**config.mk**
```make
export PLATFORM = sky130hd
export DESIGN_NAME = pixel_flood_command_parser
export DESIGN_NICKNAME = d
export VERILOG_FILES = /design/src/rtl/core/pfcp_pkg.sv /design/src/rtl/core/pixel_flood_command_parser.sv /design/src/rtl/core/pfcp_parser.sv
export SDC_FILE = /design/constraint.sdc
export NUM_CORES = 1
export LEC_CHECK = 0
export BUFFER_PORTS_ARGS = -buffer_cell sky130_fd_sc_hd__buf_2
export CAP_MARGIN = 20
export CORE_MARGIN = 3
export CORE_UTILIZATION = 54
export DETAILED_ROUTE_END_ITERATION = 10
export GPL_TIMING_DRIVEN = 0
export PLACE_DENSITY = 0.82
export SETUP_SLACK_MARGIN = 0.15
export SLEW_MARGIN = 10
export SYNTH_ARGS = -nofsm -noshare
export SYNTH_HDL_FRONTEND = slang
export SYNTH_HIERARCHICAL = 1
export SYNTH_SLANG_ARGS = --single-unit
```
**constraint.sdc**
```tcl
create_clock -name clk -period 6.59 [get_ports clk]
set_input_delay 1.318 -clock clk [delete_from_list [all_inputs] [get_ports clk]]
set_output_delay 1.318 -clock clk [all_outputs]
set_load 0.005 [all_outputs]
```
**src/rtl/core/pfcp_pkg.sv**
```systemverilog
`timescale 1ns / 1ps
// ----------------------------------------------------------------------------
// pfcp_pkg
// types, character codes and helpers of the pixel flood command parser
// ----------------------------------------------------------------------------
package pfcp_pkg;

	localparam int unsigned COORD_W   = 13;
	localparam int unsigned BYTE_W    = 8;
	localparam int unsigned COLOR_W   = 8;
	localparam int unsigned RGB_W     = 24;
	localparam int unsigned KIND_W    = 2;
	localparam int unsigned CFG_IDX_W = 1;
	localparam int unsigned HEX_CNT_W = 3;
	localparam int unsigned NIBBLE_W  = 4;

	// result kinds
	localparam logic [KIND_W-1:0] KIND_PIXEL = 2'd0;
	localparam logic [KIND_W-1:0] KIND_SIZE  = 2'd1;
	localparam logic [KIND_W-1:0] KIND_ERROR = 2'd2;

	// register indexes
	localparam logic [CFG_IDX_W-1:0] REG_FRAME_WIDTH  = 1'b0;
	localparam logic [CFG_IDX_W-1:0] REG_FRAME_HEIGHT = 1'b1;

	localparam logic [COORD_W-1:0] FRAME_WIDTH_RST  = 13'd64;
	localparam logic [COORD_W-1:0] FRAME_HEIGHT_RST = 13'd32;

	// characters
	localparam logic [BYTE_W-1:0] CH_NL    = 8'h0A;
	localparam logic [BYTE_W-1:0] CH_TAB   = 8'h09;
	localparam logic [BYTE_W-1:0] CH_VT    = 8'h0B;
	localparam logic [BYTE_W-1:0] CH_FF    = 8'h0C;
	localparam logic [BYTE_W-1:0] CH_CR    = 8'h0D;
	localparam logic [BYTE_W-1:0] CH_SPACE = 8'h20;
	localparam logic [BYTE_W-1:0] CH_PLUS  = 8'h2B;
	localparam logic [BYTE_W-1:0] CH_MINUS = 8'h2D;
	localparam logic [BYTE_W-1:0] CH_0     = 8'h30;
	localparam logic [BYTE_W-1:0] CH_9     = 8'h39;
	localparam logic [BYTE_W-1:0] CH_UA    = 8'h41;
	localparam logic [BYTE_W-1:0] CH_UF    = 8'h46;
	localparam logic [BYTE_W-1:0] CH_LA    = 8'h61;
	localparam logic [BYTE_W-1:0] CH_LF    = 8'h66;
	localparam logic [BYTE_W-1:0] CH_E     = 8'h45;
	localparam logic [BYTE_W-1:0] CH_I     = 8'h49;
	localparam logic [BYTE_W-1:0] CH_P     = 8'h50;
	localparam logic [BYTE_W-1:0] CH_S     = 8'h53;
	localparam logic [BYTE_W-1:0] CH_X     = 8'h58;
	localparam logic [BYTE_W-1:0] CH_Z     = 8'h5A;

	// sixth colour digit is taken when the count reads this
	localparam logic [HEX_CNT_W-1:0] HEX_LAST = 3'd5;
	localparam logic [NIBBLE_W-1:0]  HEX_ALPHA_OFS = 4'd10;

	typedef enum logic [13:0] {
		PH_START   = 14'b00000000000001,
		PH_S1      = 14'b00000000000010,
		PH_S2      = 14'b00000000000100,
		PH_S3      = 14'b00000000001000,
		PH_STAIL   = 14'b00000000010000,
		PH_P1      = 14'b00000000100000,
		PH_P2      = 14'b00000001000000,
		PH_XPRE    = 14'b00000010000000,
		PH_XNUM    = 14'b00000100000000,
		PH_YPRE    = 14'b00001000000000,
		PH_YNUM    = 14'b00010000000000,
		PH_HEX     = 14'b00100000000000,
		PH_PTAIL   = 14'b01000000000000,
		PH_DISCARD = 14'b10000000000000
	} phase_t;

	typedef struct packed {
		logic              emit;
		logic [KIND_W-1:0]  kind;
		logic [COORD_W-1:0] x;
		logic [COORD_W-1:0] y;
		logic [RGB_W-1:0]   rgb;
	} result_t;

	function automatic logic is_skip_space(input logic [BYTE_W-1:0] c);
		return (c == CH_SPACE) || (c == CH_TAB) || (c == CH_VT) || (c == CH_FF) ||
			(c == CH_CR);
	endfunction

	function automatic logic is_digit(input logic [BYTE_W-1:0] c);
		return c inside {[CH_0:CH_9]};
	endfunction

	function automatic logic is_hex(input logic [BYTE_W-1:0] c);
		return (c inside {[CH_0:CH_9]}) || (c inside {[CH_UA:CH_UF]}) ||
			(c inside {[CH_LA:CH_LF]});
	endfunction

	// value of a hex digit, meaningless for other bytes
	function automatic logic [NIBBLE_W-1:0] hex_value(input logic [BYTE_W-1:0] c);
		logic [NIBBLE_W-1:0] v;
		if (c inside {[CH_0:CH_9]}) begin
			v = NIBBLE_W'(c - CH_0);
		end else if (c inside {[CH_UA:CH_UF]}) begin
			v = NIBBLE_W'(c - CH_UA) + HEX_ALPHA_OFS;
		end else begin
			v = NIBBLE_W'(c - CH_LA) + HEX_ALPHA_OFS;
		end
		return v;
	endfunction

endpackage

```
**src/rtl/core/pixel_flood_command_parser.sv**
```systemverilog
`timescale 1ns / 1ps
// ----------------------------------------------------------------------------
// pixel_flood_command_parser
// text command parser for a pixel flood display: size queries and pixel writes
// ----------------------------------------------------------------------------
// The block eats the command stream one byte per clock while in_stall is low.
// Each byte goes into an input register, the line parser updates its state
// from that register, and any result lands in the output register behind
// out_valid. Sustained rate is one byte per cycle while in_stall is low; it
// is set by the single parser stage. A byte that gives no result
// never waits for the output side, and a new byte is taken while a result
// waits to be picked up; in_stall rises only when the byte in the input
// register would give a second result while the first one is still held.
// Results: kind 0 is a pixel write (x, y, colour), kind 1 a size reply that
// carries frame_width and frame_height with colour zero, kind 2 a malformed
// or out-of-range line with all other fields zero; the rest of that line is
// dropped. Register 0 is frame_width, register 1 frame_height; writes are
// always taken and apply at once.
module pixel_flood_command_parser #(
	parameter int unsigned COORD_BITS = 12
) (
	input  logic                                 clk,
	input  logic                                 arst_n,
	// command byte channel
	input  logic                                 in_valid,
	output logic                                 in_stall,
	input  logic [pfcp_pkg::BYTE_W-1:0]          data_byte,
	// result channel
	output logic                                 out_valid,
	input  logic                                 out_stall,
	output logic [pfcp_pkg::KIND_W-1:0]          result_kind,
	output logic [pfcp_pkg::COORD_W-1:0]         coord_x,
	output logic [pfcp_pkg::COORD_W-1:0]         coord_y,
	output logic [pfcp_pkg::COLOR_W-1:0]         red,
	output logic [pfcp_pkg::COLOR_W-1:0]         green,
	output logic [pfcp_pkg::COLOR_W-1:0]         blue,
	// register write channel
	input  logic                                 cfg_valid,
	output logic                                 cfg_ready,
	input  logic [pfcp_pkg::CFG_IDX_W-1:0]       cfg_index,
	input  logic [pfcp_pkg::COORD_W-1:0]         cfg_data
);

	// frame size registers
	logic [pfcp_pkg::COORD_W-1:0] frame_width_q;
	logic [pfcp_pkg::COORD_W-1:0] frame_height_q;

	// input stage
	logic                         valid_s1;
	logic [pfcp_pkg::BYTE_W-1:0]  byte_s1;

	// output stage
	logic                         out_valid_q;
	pfcp_pkg::result_t            result_q;

	pfcp_pkg::result_t            res;
	logic                         advance;
	logic                         out_free;

	assign cfg_ready = 1'b1;

	always_ff @(posedge clk or negedge arst_n) begin
		if (!arst_n) begin
			frame_width_q  <= pfcp_pkg::FRAME_WIDTH_RST;
			frame_height_q <= pfcp_pkg::FRAME_HEIGHT_RST;
		end else if (cfg_valid && cfg_ready) begin
			case (cfg_index)
				pfcp_pkg::REG_FRAME_WIDTH:  frame_width_q  <= cfg_data;
				pfcp_pkg::REG_FRAME_HEIGHT: frame_height_q <= cfg_data;
				default: ;
			endcase
		end
	end

	// output slot can take a result this cycle
	assign out_free = !out_valid_q || !out_stall;

	// the byte in the input register moves on unless its result has no slot
	assign advance  = valid_s1 && (!res.emit || out_free);

	// the input register refills whenever it empties or moves on
	assign in_stall = valid_s1 && !advance;

	always_ff @(posedge clk or negedge arst_n) begin
		if (!arst_n) begin
			valid_s1 <= 1'b0;
		end else if (!in_stall) begin
			valid_s1 <= in_valid;
		end
	end

	always_ff @(posedge clk) begin
		if (!in_stall && in_valid) begin
			byte_s1 <= data_byte;
		end
	end

	pfcp_parser #(
		.COORD_BITS(COORD_BITS)
	) u_parser (
		.clk          (clk),
		.arst_n       (arst_n),
		.step         (advance),
		.data_byte    (byte_s1),
		.frame_width  (frame_width_q),
		.frame_height (frame_height_q),
		.res          (res)
	);

	// result register
	always_ff @(posedge clk or negedge arst_n) begin
		if (!arst_n) begin
			out_valid_q <= 1'b0;
		end else if (advance && res.emit) begin
			out_valid_q <= 1'b1;
		end else if (!out_stall) begin
			out_valid_q <= 1'b0;
		end
	end

	always_ff @(posedge clk) begin
		if (advance && res.emit) begin
			result_q <= res;
		end
	end

	assign out_valid   = out_valid_q;
	assign result_kind = result_q.kind;
	assign coord_x     = result_q.x;
	assign coord_y     = result_q.y;
	assign red         = result_q.rgb[3*pfcp_pkg::COLOR_W-1:2*pfcp_pkg::COLOR_W];
	assign green       = result_q.rgb[2*pfcp_pkg::COLOR_W-1:pfcp_pkg::COLOR_W];
	assign blue        = result_q.rgb[pfcp_pkg::COLOR_W-1:0];

endmodule

```
**src/rtl/core/pfcp_parser.sv**
```systemverilog
`timescale 1ns / 1ps
// ----------------------------------------------------------------------------
// pfcp_parser
// line state machine: takes one byte per step and forms at most one result
// ----------------------------------------------------------------------------
module pfcp_parser #(
	parameter int unsigned COORD_BITS = 12
) (
	input  logic                               clk,
	input  logic                               arst_n,
	input  logic                               step,
	input  logic [pfcp_pkg::BYTE_W-1:0]        data_byte,
	input  logic [pfcp_pkg::COORD_W-1:0]       frame_width,
	input  logic [pfcp_pkg::COORD_W-1:0]       frame_height,
	output pfcp_pkg::result_t                  res
);

	localparam int unsigned ACC_W = COORD_BITS + 1;
	localparam int unsigned CMP_W = (ACC_W > pfcp_pkg::COORD_W) ? ACC_W : pfcp_pkg::COORD_W;
	localparam int unsigned MUL_W = ACC_W + 4;
	localparam logic [ACC_W-1:0] SAT_LIMIT = {1'b1, {COORD_BITS{1'b0}}};

	pfcp_pkg::phase_t                     phase_q, phase_d;
	logic [ACC_W-1:0]                     acc_q, acc_d;
	logic                                 neg_q, neg_d;
	logic                                 seen_q, seen_d;
	logic [pfcp_pkg::COORD_W-1:0]         col_q, col_d;
	logic [pfcp_pkg::RGB_W-1:0]           color_q, color_d;
	logic [pfcp_pkg::HEX_CNT_W-1:0]       hex_cnt_q, hex_cnt_d;

	logic [pfcp_pkg::NIBBLE_W-1:0]        dval;
	logic [MUL_W-1:0]                     prod;
	logic [ACC_W-1:0]                     acc_sat;
	logic [pfcp_pkg::COORD_W-1:0]         bound;
	logic                                 fits;

	// accumulator * 10 + digit, saturating
	always_comb begin
		dval    = pfcp_pkg::NIBBLE_W'(data_byte - pfcp_pkg::CH_0);
		prod    = (MUL_W'(acc_q) << 3) + (MUL_W'(acc_q) << 1) + MUL_W'(dval);
		acc_sat = (prod > MUL_W'(SAT_LIMIT)) ? SAT_LIMIT : prod[ACC_W-1:0];
	end

	// range check of the finished number
	always_comb begin
		bound = (phase_q == pfcp_pkg::PH_YNUM) ? frame_height : frame_width;
		fits  = !(neg_q && (acc_q != '0)) && (CMP_W'(acc_q) < CMP_W'(bound)) &&
			!acc_q[COORD_BITS];
	end

	always_comb begin
		phase_d   = phase_q;
		acc_d     = acc_q;
		neg_d     = neg_q;
		seen_d    = seen_q;
		col_d     = col_q;
		color_d   = color_q;
		hex_cnt_d = hex_cnt_q;
		res       = '0;

		case (phase_q)
			pfcp_pkg::PH_START: begin
				if (data_byte == pfcp_pkg::CH_S) begin
					phase_d = pfcp_pkg::PH_S1;
				end else if (data_byte == pfcp_pkg::CH_P) begin
					phase_d = pfcp_pkg::PH_P1;
				end else begin
					res.emit = 1'b1;
				end
			end
			pfcp_pkg::PH_S1: begin
				if (data_byte == pfcp_pkg::CH_I) phase_d = pfcp_pkg::PH_S2;
				else res.emit = 1'b1;
			end
			pfcp_pkg::PH_S2: begin
				if (data_byte == pfcp_pkg::CH_Z) phase_d = pfcp_pkg::PH_S3;
				else res.emit = 1'b1;
			end
			pfcp_pkg::PH_S3: begin
				if (data_byte == pfcp_pkg::CH_E) phase_d = pfcp_pkg::PH_STAIL;
				else res.emit = 1'b1;
			end
			pfcp_pkg::PH_STAIL: begin
				if (data_byte == pfcp_pkg::CH_NL) begin
					phase_d  = pfcp_pkg::PH_START;
					res.emit = 1'b1;
					res.kind = pfcp_pkg::KIND_SIZE;
					res.x    = frame_width;
					res.y    = frame_height;
				end
			end
			pfcp_pkg::PH_P1: begin
				if (data_byte == pfcp_pkg::CH_X) phase_d = pfcp_pkg::PH_P2;
				else res.emit = 1'b1;
			end
			pfcp_pkg::PH_P2: begin
				if (data_byte == pfcp_pkg::CH_SPACE) phase_d = pfcp_pkg::PH_XPRE;
				else res.emit = 1'b1;
			end
			pfcp_pkg::PH_XPRE, pfcp_pkg::PH_YPRE: begin
				if (!pfcp_pkg::is_skip_space(data_byte)) begin
					acc_d  = '0;
					neg_d  = 1'b0;
					seen_d = 1'b0;
					if ((data_byte == pfcp_pkg::CH_PLUS) || (data_byte == pfcp_pkg::CH_MINUS)) begin
						neg_d   = (data_byte == pfcp_pkg::CH_MINUS);
						phase_d = (phase_q == pfcp_pkg::PH_XPRE) ? pfcp_pkg::PH_XNUM :
							pfcp_pkg::PH_YNUM;
					end else if (pfcp_pkg::is_digit(data_byte)) begin
						// a single digit is below the saturation limit when COORD_BITS is 4 or more
						acc_d   = ACC_W'(dval);
						seen_d  = 1'b1;
						phase_d = (phase_q == pfcp_pkg::PH_XPRE) ? pfcp_pkg::PH_XNUM :
							pfcp_pkg::PH_YNUM;
					end else begin
						res.emit = 1'b1;
					end
				end
			end
			pfcp_pkg::PH_XNUM, pfcp_pkg::PH_YNUM: begin
				if (pfcp_pkg::is_digit(data_byte)) begin
					acc_d  = acc_sat;
					seen_d = 1'b1;
				end else if ((data_byte == pfcp_pkg::CH_SPACE) && seen_q && fits) begin
					if (phase_q == pfcp_pkg::PH_XNUM) begin
						col_d   = pfcp_pkg::COORD_W'(acc_q);
						phase_d = pfcp_pkg::PH_YPRE;
					end else begin
						color_d   = '0;
						hex_cnt_d = '0;
						phase_d   = pfcp_pkg::PH_HEX;
					end
				end else begin
					res.emit = 1'b1;
				end
			end
			pfcp_pkg::PH_HEX: begin
				if (pfcp_pkg::is_hex(data_byte)) begin
					color_d   = {color_q[pfcp_pkg::RGB_W-pfcp_pkg::NIBBLE_W-1:0],
						pfcp_pkg::hex_value(data_byte)};
					hex_cnt_d = hex_cnt_q + 1'b1;
					if (hex_cnt_q == pfcp_pkg::HEX_LAST) phase_d = pfcp_pkg::PH_PTAIL;
				end else begin
					res.emit = 1'b1;
				end
			end
			pfcp_pkg::PH_PTAIL: begin
				if (data_byte == pfcp_pkg::CH_NL) begin
					phase_d  = pfcp_pkg::PH_START;
					res.emit = 1'b1;
					res.kind = pfcp_pkg::KIND_PIXEL;
					res.x    = col_q;
					res.y    = pfcp_pkg::COORD_W'(acc_q);
					res.rgb  = color_q;
				end
			end
			pfcp_pkg::PH_DISCARD: begin
				if (data_byte == pfcp_pkg::CH_NL) phase_d = pfcp_pkg::PH_START;
			end
			default: begin
				phase_d = pfcp_pkg::PH_START;
			end
		endcase

		// every emit left without a kind is a fault: drop the rest of the line
		if (res.emit && (res.kind == pfcp_pkg::KIND_PIXEL) &&
			(phase_q != pfcp_pkg::PH_PTAIL)) begin
			res.kind = pfcp_pkg::KIND_ERROR;
			phase_d  = (data_byte == pfcp_pkg::CH_NL) ? pfcp_pkg::PH_START :
				pfcp_pkg::PH_DISCARD;
		end
	end

	always_ff @(posedge clk or negedge arst_n) begin
		if (!arst_n) begin
			phase_q   <= pfcp_pkg::PH_START;
			acc_q     <= '0;
			neg_q     <= 1'b0;
			seen_q    <= 1'b0;
			col_q     <= '0;
			color_q   <= '0;
			hex_cnt_q <= '0;
		end else if (step) begin
			phase_q   <= phase_d;
			acc_q     <= acc_d;
			neg_q     <= neg_d;
			seen_q    <= seen_d;
			col_q     <= col_d;
			color_q   <= color_d;
			hex_cnt_q <= hex_cnt_d;
		end
	end

endmodule

```
# After elaboration in Yosys (flattened, before gate mapping)

Cells that the tools add are included.

Add/sub/neg operators: 8
Order comparisons: 8
Eq/ne operators: 50
Multiplexer cells: 64
Bitwise operators: 3
Reduce and logical (&&, ||, !) cells: 45

Operators with widths:

| kind                                                                                 | number |
|---|---|
| 14-bit 2-to-1 mux                                                                    | 17 |
| 14-bit one-hot mux with 10 select lines                                              | 1 |
| 24-bit 2-to-1 mux                                                                    | 4 |
| 13-bit 2-to-1 mux                                                                    | 5 |
| 28-bit one-hot mux with 2 select lines                                               | 1 |
| 53-bit 2-to-1 mux                                                                    | 1 |
| 8-bit by 7-bit == test with 1-bit output (second input constant)                     | 6 |
| 24-bit one-hot mux with 2 select lines                                               | 1 |
| 8-bit by 4-bit == test with 1-bit output (second input constant)                     | 5 |
| 29-bit 2-to-1 mux                                                                    | 1 |
| 3-bit by 1-bit != test with 1-bit output (second input constant)                     | 9 |
| 13-bit one-hot mux with 2 select lines                                               | 1 |
| 8-bit by 6-bit == test with 1-bit output (second input constant)                     | 3 |
| 1-bit 2-to-1 mux                                                                     | 20 |
| 16-bit by 14-bit adder with 17-bit output                                            | 1 |
| 17-bit by 4-bit adder with 17-bit output                                             | 1 |
| 17-bit by 13-bit > comparator with 1-bit output (second input constant)              | 1 |
| 8-bit by 7-bit greater-or-equal comparator with 1-bit output (second input constant) | 2 |
| 8-bit by 7-bit less-or-equal comparator with 1-bit output (second input constant)    | 2 |
| 14-bit by 1-bit == test with 1-bit output (second input constant)                    | 1 |
| 14-bit by 10-bit == test with 1-bit output (second input constant)                   | 1 |
| 14-bit by 11-bit == test with 1-bit output (second input constant)                   | 1 |
| 14-bit by 12-bit == test with 1-bit output (second input constant)                   | 1 |
| 14-bit by 13-bit == test with 1-bit output (second input constant)                   | 1 |
| other kinds (43)                                                                     | 91 |

Bits in registers: 157
Input bits: 27
Word-level logic and storage cells: 194

# Longest topological paths before layout

Gate-level depths: netlist of run 1.

Word-level depth: 16
Depth in mapped cells: 20

# Cells and area by module

The synthesis of run 1 kept the hierarchy.

By module, submodules not included:

| module                     | instances | cells each | area each (µm²) | seq. area each (µm²) |
|---|---|---|---|---|
| pfcp_parser                | 1         | 599        | 5500.3          | 1727.9 |
| pixel_flood_command_parser | 1         | 130        | 2937.8          | 2504.9 |

# Worst setup path before layout of run 1

Ideal clock, no wire load.

Path kind: reg-to-reg
Start: register u_parser.phase_q[1]
End: register result_q (netlist bit blue[0]), enable pin
Arrival: 6070 ps
Data required time: 6111 ps
Slack: 41 ps
Stages on the path, launching flop included: 15
Path buffers: 2
Clock period less this slack: 6549 ps
Cell sequence: dfrtp_1 > buf_2 > nor4_4 > nand4_2 > buf_1 > mux2i_1 > ha_1 > nand2_1 > nor2_1 > or4b_2 > o221ai_1 > nand2_2 > o21ai_0 > nand2_1 > a21oi_1

RTL lines:

| element                | RTL line                          | source |
|---|---|---|
| from (decl)            | pfcp_parser.sv:23                 | `pfcp_pkg::phase_t phase_q, phase_d;` |
| from (signal assigned) | pfcp_parser.sv:176                | `phase_q <= pfcp_pkg::PH_START;` |
| from (signal assigned) | pfcp_parser.sv:184                | `phase_q <= phase_d;` |
| to (signal assigned)   | pixel_flood_command_parser.sv:123 | `result_q <= res;` |
| to (decl)              | pixel_flood_command_parser.sv:54  | `pfcp_pkg::result_t result_q;` |

==> results by group, run 1 <==
Placement
  • Port-buffer cells: 80
  • Dpl cells: 1,024
  • Post-place instance area: 9200 um^2
  • Placer Congestion: 0.904
  • DP HPWL: 13,100 um

Routing
  • Post-route ant nets: 0
  • TritonRoute pass-1 iters: 5
  • Vias per inst: 5.96
  • Drt drc: 0
  • Routed via count: 6,289
  • WL/cell: 17.7 um
  • DRT iter0 DRCs: 553
  • Routed WL: 18,700 um

GRT
  • Pin count of the biggest net entering global routing: 61
  • GRT Residual Overflow: 0
  • GRT Util Overall: 0.230
  • Vias in the first global route: 6,018
  • Initial antenna violation count: 0
  • First-pass GRT wire length: 30,900 um

Synthesis
  • Ys async rst share: 0.618
  • Mean post-synth cell area: 11.6 um^2
  • #FFs+latches synth: 157
  • Synth Area in Compound Gates: 0.133
  • Syn_nets: 803
  • Mux share of post-synthesis cell area: 0.0813
  • Post-Synth Adder-Cell Area: 0.0715
  • Main combinational cell family by area after synthesis: simple AND/OR/NAND/NOR gates
  • Post-Synthesis Cells: 729
  • Post-synth top flop: dfrtp_1
  • Number of library cell types mapped by synthesis: 81
  • Post-synthesis cell area: 8440 um^2
  • Post-synth EDFFs: 60
  • Synth Area in Simple Gates: 0.165
  • Synth Area in XOR/XNOR: 0.0156
  • Yosys warning count: 6
  • Sequential fraction of the synthesis area: 0.502

CTS
  • CTS Root Cell: clkbuf_16
  • CTS Hold Bufs: 0
  • Postcts setup bufs: 0
  • CTS tree: yes
  • Clk sinks: 157
  • Cts bufs inserted: 17
  • Worst skew pair latency: 0.43 ns
  • CTS Buffer Depth: 2
  • Clk slew on worst S/H paths: 0.06 ns
  • H-tree Lvls: 4

STA
  • Unrepaired setup endpoints after global routing: no
  • Minimum clock period: 6.09 ns
  • Final hold slack: 0.477 ns
  • Fin. max-slew vios: 0
  • Worst-margin pin slew: 0.767 ns
  • Final Hold Viols: 0
  • Tcrit/Tclk final: 0.924
  • Final setup vio count: 0
  • F_max: 164 MHz
  • Max_slew headroom: 0.475
  • Clock Skew: 0.00760 ns

Die
  • Die Area: 17,200 um^2
  • Std-Cell Rows: 45
  • Die Y: 131 um
  • Initial Utilization: 0.553
  • Core ar.: 15,300 um^2
  • I/O pin cnt: 82
  • Die width: 131 um

Final layout
  • Fin area: 9780 um^2
  • Final nets: 906
  • # diodes: 0
  • Synthesis-to-finish area growth: 15.9%
  • Layout cells sized above 1: 0.259
  • # fillers: 1,173
  • Layout Cells excl Fill: 1,056
  • Utilization after layout: 0.641

Critical path
  • CP Capture Type: output port
  • CP required: 5.27 ns
  • CP max FO: 10
  • Crit path from: u_parser/phase_q[5]$_DFFE_PN0P_
  • Startpoint types: flop
  • Data arrival, critical path: 4.77 ns
  • R2R Path Start: u_parser/phase_q[5]$_DFFE_PN0P_
  • Crit path kind: flop to output port

Pwr
  • Leak: 4.48 nW
  • Peak supply drop: 0.000178 V
  • Power Dens Cells: 296 nW/um^2

Min path
  • Worst hold start: u_parser/color_q[20]$_DFFE_PN0P_
  • HP Class: flop to flop

Flow run
  • MaxCap Viol Count: 0

Status
  • Status: completed
power by group:
part / internal [mW] / leakage [nW] / switching [mW]
combinational: 0.303 / 2.35 / 0.382
sequential: 1.18 / 1.85 / 0.0780
clock: 0.551 / 0.282 / 0.403
critical path: stages (launching register included):
cell and delay (ns):
dfrtp_1 0.45, nor4_4 0.58, nand4_2 0.37, clkbuf_2 0.38, mux2i_1 0.21, ha_1 0.32
nand2_1 0.07, nor2_1 0.14, or4b_2 0.59, o221ai_1 0.36, nand2_2 0.19, o21ai_1 0.31
nand4_1 0.19, inv_1 0.08, buf_2 0.10
state kept, by name, summed over array words and instances (netlist names):
signal              cells
green                   8
u_parser/hex_cnt_q      3
byte_s1                 8
valid_s1                1
u_parser/neg_q          1
frame_height_q         13
u_parser/phase_q       14
coord_y                13
u_parser/seen_q         1
result_kind             2
red                     8
coord_x                13
frame_width_q          13
out_valid               1
u_parser/acc_q         13
blue                    8
u_parser/col_q         13
u_parser/color_q       24
metrics by stage:
step | power (mW) | TNS [ns] | setup WS (ns)
detailed placement | 1.95 | 0 | 0.715
global route | 3.05 | 0 | 0.151
floorplan | 1.70 | 0 | 1.21
global placement | 1.91 | -4.21 | -0.0881
finish | 2.89 | 0 | 0.498
CTS | 2.91 | 0 | 0.167
cell type report:
cell class	instances	area, um^2	area share
Timing Repair Buffer	84	483	0.0494
Tap cell	211	264	0.0270
Clock inverter	12	129	0.0132
Inverter	19	71.3	0.00729
Buffer	36	190	0.0194
Clock buffer	20	457	0.0467
Sequential cell	157	4230	0.433
Multi-Input combinational cell	517	3960	0.404
repair_timing:
item / 4_1_cts / 5_1_grt
hold endpoints to repair: 0 / 0
endpoints found under the setup margin: 0 / 1
gates resized for setup: 0 / 2
logic make-up (layout without fill, tap and decap cells):
| family | count (synthesis) | count (layout) |
|---|---|---|
| flops | 157 | 157 |
| simple gates | 238 | 238 |
| xor+xnor | 15 | 15 |
| other cells | 1 | 1 |
| fa+ha+maj | 47 | 47 |
| mux | 59 | 59 |
| buf+inv | 55 | 171 |
| compound gates | 157 | 157 |
cell usage in the layout (no fill, tap or decap), drive strengths merged, types with 13 or more instances in the layout:
master,instances
mux2i,16
o21ai,44
inv,24
nor2,15
nand2,88
a21o,16
ha,45
nor4,15
and2,27
nor3,15
buf,102
mux2,43
dfrtp,94
a22o,26
edfxtp,60
nand4,13
clkbuf,38
a21oi,23
path summary, 6_finish.rpt:
| check | endpoint | slack [ns] | depth (start not counted) |
|---|---|---|---|
| worst max-delay path | in_stall | 0.50 | 14 |
| worst min-delay path | u_parser/color_q[20]$_DFFE_PN0P_ | 0.48 | 2 |
| worst max register to register | u_parser/phase_q[1]$_DFFE_PN0P_ | 0.94 | 19 |
| worst min register to register | u_parser/color_q[20]$_DFFE_PN0P_ | 0.48 | 2 |
| max in group asynchronous | u_parser/phase_q[0]$_DFFE_PN1P_ | 5.00 | 2 |
| min in group asynchronous | frame_height_q[10]$_DFFE_PN0P_ | 0.86 | 1 |
synthesized netlist by cell type (5+ instances only):
master,n,area share
nand4_1,12,0.0089
dfrtp_1,94,0.28
ha_1,45,0.067
nand3_1,8,0.0047
o21ai_0,42,0.025
clkbuf_1,17,0.0076
a21o_2,6,0.0062
nor4b_1,7,0.0073
a31oi_1,5,0.0037
xnor2_1,6,0.0062
nor4_1,11,0.0082
buf_2,10,0.0059
xor2_1,9,0.0093
a22o_1,26,0.027
edfxtp_1,60,0.21
mux2i_1,16,0.019
nand2b_1,9,0.0067
and2_1,27,0.020
a21o_1,10,0.0089
inv_1,18,0.0080
nor2_1,15,0.0067
o31ai_1,7,0.0062
mux2_2,31,0.041
mux2_4,11,0.020
nor3_1,14,0.0083
a21oi_1,22,0.013
nand2_1,86,0.038
routing by layer:
| layer | track usage | part of all wire | routed length [um] |
|---|---|---|---|
| met2 | 0.359 | 0.47 | 8830 |
| met5 | 0 | 0 | 0 |
| met4 | 0.0913 | 0.025 | 462 |
| met3 | 0.0419 | 0.061 | 1140 |
| met1 | 0.320 | 0.44 | 8270 |
(Power assumes the default switching activity.)
==> run 2: changes to the inputs <==
--- a/config.mk
+++ b/config.mk
@@ -8,13 +8,14 @@
 export BUFFER_PORTS_ARGS = -buffer_cell sky130_fd_sc_hd__buf_2
 export CAP_MARGIN = 20
 export CORE_MARGIN = 3
-export CORE_UTILIZATION = 54
+export CORE_UTILIZATION = 60
 export DETAILED_ROUTE_END_ITERATION = 10
 export GPL_TIMING_DRIVEN = 0
-export PLACE_DENSITY = 0.82
+export PLACE_DENSITY = 0.86
 export SETUP_SLACK_MARGIN = 0.15
 export SLEW_MARGIN = 10
 export SYNTH_ARGS = -nofsm -noshare
 export SYNTH_HDL_FRONTEND = slang
 export SYNTH_HIERARCHICAL = 1
 export SYNTH_SLANG_ARGS = --single-unit
+export TNS_END_PERCENT = 5
==> constraint.sdc (replaced) <==
create_clock -name clk -period 6.14 [get_ports clk]
set_input_delay 1.228 -clock clk [delete_from_list [all_inputs] [get_ports clk]]
set_output_delay 1.228 -clock clk [all_outputs]
set_load 0.005 [all_outputs]
==> run 2 against run 1 <==
Total power grew 12%. Worst setup slack lost 0.093 ns. Highest routed layer unchanged. Flip-flop and latch count unchanged. Largest cell class unchanged. Cell area fell by 0.12%. Clock-buffer cell count is 2 higher.
==> results by group, run 2 (synthesis results as in run 1) <==
Routing
  • Routed WL: 21,100 um
  • Met1 WL: 8550 um
  • WL/cell: 20.6 um
  • Met2 routed WL: 10,400 um
  • Routed via count: 6,574
  • TritonRoute pass-1 iters: 6
  • Post-route ant nets: 0
  • DRT iter0 DRCs: 796
  • Drt drc: 0
  • WL met3: 1620 um
  • Top Metal Used: met4
  • Vias per inst: 6.44

CTS
  • Worst skew pair latency: 0.43 ns
  • CTS tree: yes
  • Clk slew on worst S/H paths: 0.06 ns
  • Cts bufs inserted: 17
  • CTS Hold Bufs: 0
  • Clk sinks: 157
  • H-tree Lvls: 4
  • CTS Root Cell: clkbuf_16
  • CTS Buffer Depth: 2

Final layout
  • Layout cells sized above 1: 0.257
  • Biggest register: u_parser/color_q
  • Commonest non-fill, non-tap cells in the layout: dfrtp_1 (94), buf_2 (90), nand2_1 (86), edfxtp_1 (60), ha_1 (45)
  • # diodes: 0
  • Biggest regs: u_parser/color_q (24), u_parser/phase_q (14)
  • Max FFs per register: 24
  • Layout Cells excl Fill: 1,021
  • Fin area: 9770 um^2
  • Most common cell after layout, fill and taps aside: dfrtp_1
  • Final nets: 906
  • Synthesis-to-finish area growth: 15.8%

Die
  • Initial Utilization: 0.625
  • Die Area: 15,500 um^2
  • Die width: 125 um
  • Std-Cell Rows: 42
  • Core ar.: 13,500 um^2
  • Die Y: 125 um
  • I/O pin cnt: 82

Critical path
  • FF-to-FF path depth: 20
  • Flop2flop setup slack: 0.68 ns
  • CP Capture Type: output port
  • Crit path kind: flop to output port
  • CP required: 4.91 ns
  • Startpoint types: flop
  • CP max FO: 10
  • Worst flop-to-flop path endpoint: u_parser/phase_q[1]$_DFFE_PN0P_
  • R2R Path Start: u_parser/phase_q[3]$_DFFE_PN0P_
  • Data arrival, critical path: 4.51 ns

Pwr
  • Seq pwr share: 0.419
  • Peak supply drop: 0.000263 V
  • Pint: 2.28 mW
  • Power Dens Cells: 331 nW/um^2
  • Leak: 4.47 nW
  • Net Sw Frac: 0.295
  • Clock network power share: 0.346
  • Share of power burned in combinational logic: 0.235
  • Switch Pwr: 0.952 mW

STA
  • Final Hold Viols: 0
  • Max_slew headroom: 0.231
  • Minimum clock period: 5.74 ns
  • Unrepaired setup endpoints after global routing: no
  • Clock Skew: 0.0123 ns
  • F_max: 174 MHz
  • Final setup vio count: 0
  • Tcrit/Tclk final: 0.934
  • Worst-margin pin slew: 1.14 ns
  • Fin. max-slew vios: 0

GRT
  • Initial antenna violation count: 0
  • Vias in the first global route: 6,594
  • First-pass GRT wire length: 33,900 um
  • GRT Util Overall: 0.270
  • Pin count of the biggest net entering global routing: 61
  • GRT Residual Overflow: 0

Flow run
  • MaxCap Viol Count: 0

Placement
  • Dpl cells: 987
  • Placer Congestion: 0.916
  • Port-buffer cells: 80
  • Post-place instance area: 9120 um^2
  • DP HPWL: 13,800 um

Status
  • Status: completed

Min path
  • Destination of the worst hold path: u_parser/color_q[20]$_DFFE_PN0P_
  • Worst hold start: u_parser/color_q[20]$_DFFE_PN0P_
  • Hold depth: 2
  • HP Class: flop to flop
-- run 2: worst max-delay path by stage --
stage	startpoint	to	slack [ns]	cells after the start
2_1_floorplan	u_parser/phase_q[1]$_DFFE_PN0P_	blue[0]$_DFFE_PP_	0.76	14
3_3_place_gp	u_parser/phase_q[1]$_DFFE_PN0P_	coord_y[12]$_DFFE_PP_	-0.60	14
3_5_place_dp	u_parser/phase_q[1]$_DFFE_PN0P_	u_parser/phase_q[1]$_DFFE_PN0P_	0.28	20
4_1_cts	u_parser/phase_q[5]$_DFFE_PN0P_	in_stall	0.17	14
5_1_grt	u_parser/phase_q[3]$_DFFE_PN0P_	in_stall	0.17	15
6_report	u_parser/phase_q[3]$_DFFE_PN0P_	in_stall	0.40	15
-- run 2: repair_timing --
action                                  CTS  global route
endpoints found under the hold margin     0             0
endpoints found under the setup margin    1             1
pin swaps                                 0             2
resized for setup                         2             3
buffers inserted                          0             2
-- run 2: power groups by stage --
| stage | clock network, mW | registers, mW | logic (mW) |
|---|---|---|---|
| global route | 1.17 | 1.37 | 0.824 |
| global placement | 0 | 1.36 | 0.689 |
| detailed placement | 0 | 1.37 | 0.729 |
| finish | 1.12 | 1.35 | 0.759 |
| floorplan | 0 | 1.37 | 0.464 |
| CTS | 1.12 | 1.35 | 0.737 |
-- run 2: worst max-delay path, stage by stage, from the launching register on --
cell,delay (ns)
dfrtp_1,0.35
buf_2,0.19
nor4_4,0.58
nand4_4,0.27
buf_2,0.32
mux2i_1,0.17
ha_1,0.32
nand2_1,0.08
nor2_1,0.14
or4b_2,0.61
o221ai_2,0.27
nand2_2,0.18
o21ai_2,0.24
nand4_1,0.16
inv_1,0.08
buf_2,0.10
-- run 2: final cells by class --
type | count | area (um^2)
sequential | 157 | 4230
multi-input combinational | 517 | 3980
fill | 861 | 3730
timing repair buffer | 84 | 465
clock buffer | 22 | 454
tap | 176 | 220
buffer | 36 | 190
clock inverter | 10 | 163
inverter | 19 | 71.3
-- run 2: through the flow --
stage	setup slack (ns)	TNS, ns	total power, mW	utilization	hold WS (ns)
after global placement	-0.601	-30.92	2.05	0.671	0.453
after CTS	0.171	0	3.22	0.721	0.488
after floorplan	0.756	0	1.83	-	0.442
after detailed placement	0.277	0	2.10	0.675	0.479
final	0.405	0	3.23	0.724	0.480
after global routing	0.175	0	3.36	0.724	0.528
-- run 2: per-layer routing --
metal	vias to the layer above	GRT usage
met5	-	0
met4	0	0.0954
met3	56	0.0622
met2	351	0.455
met1	3236	0.344
li1	2931	-
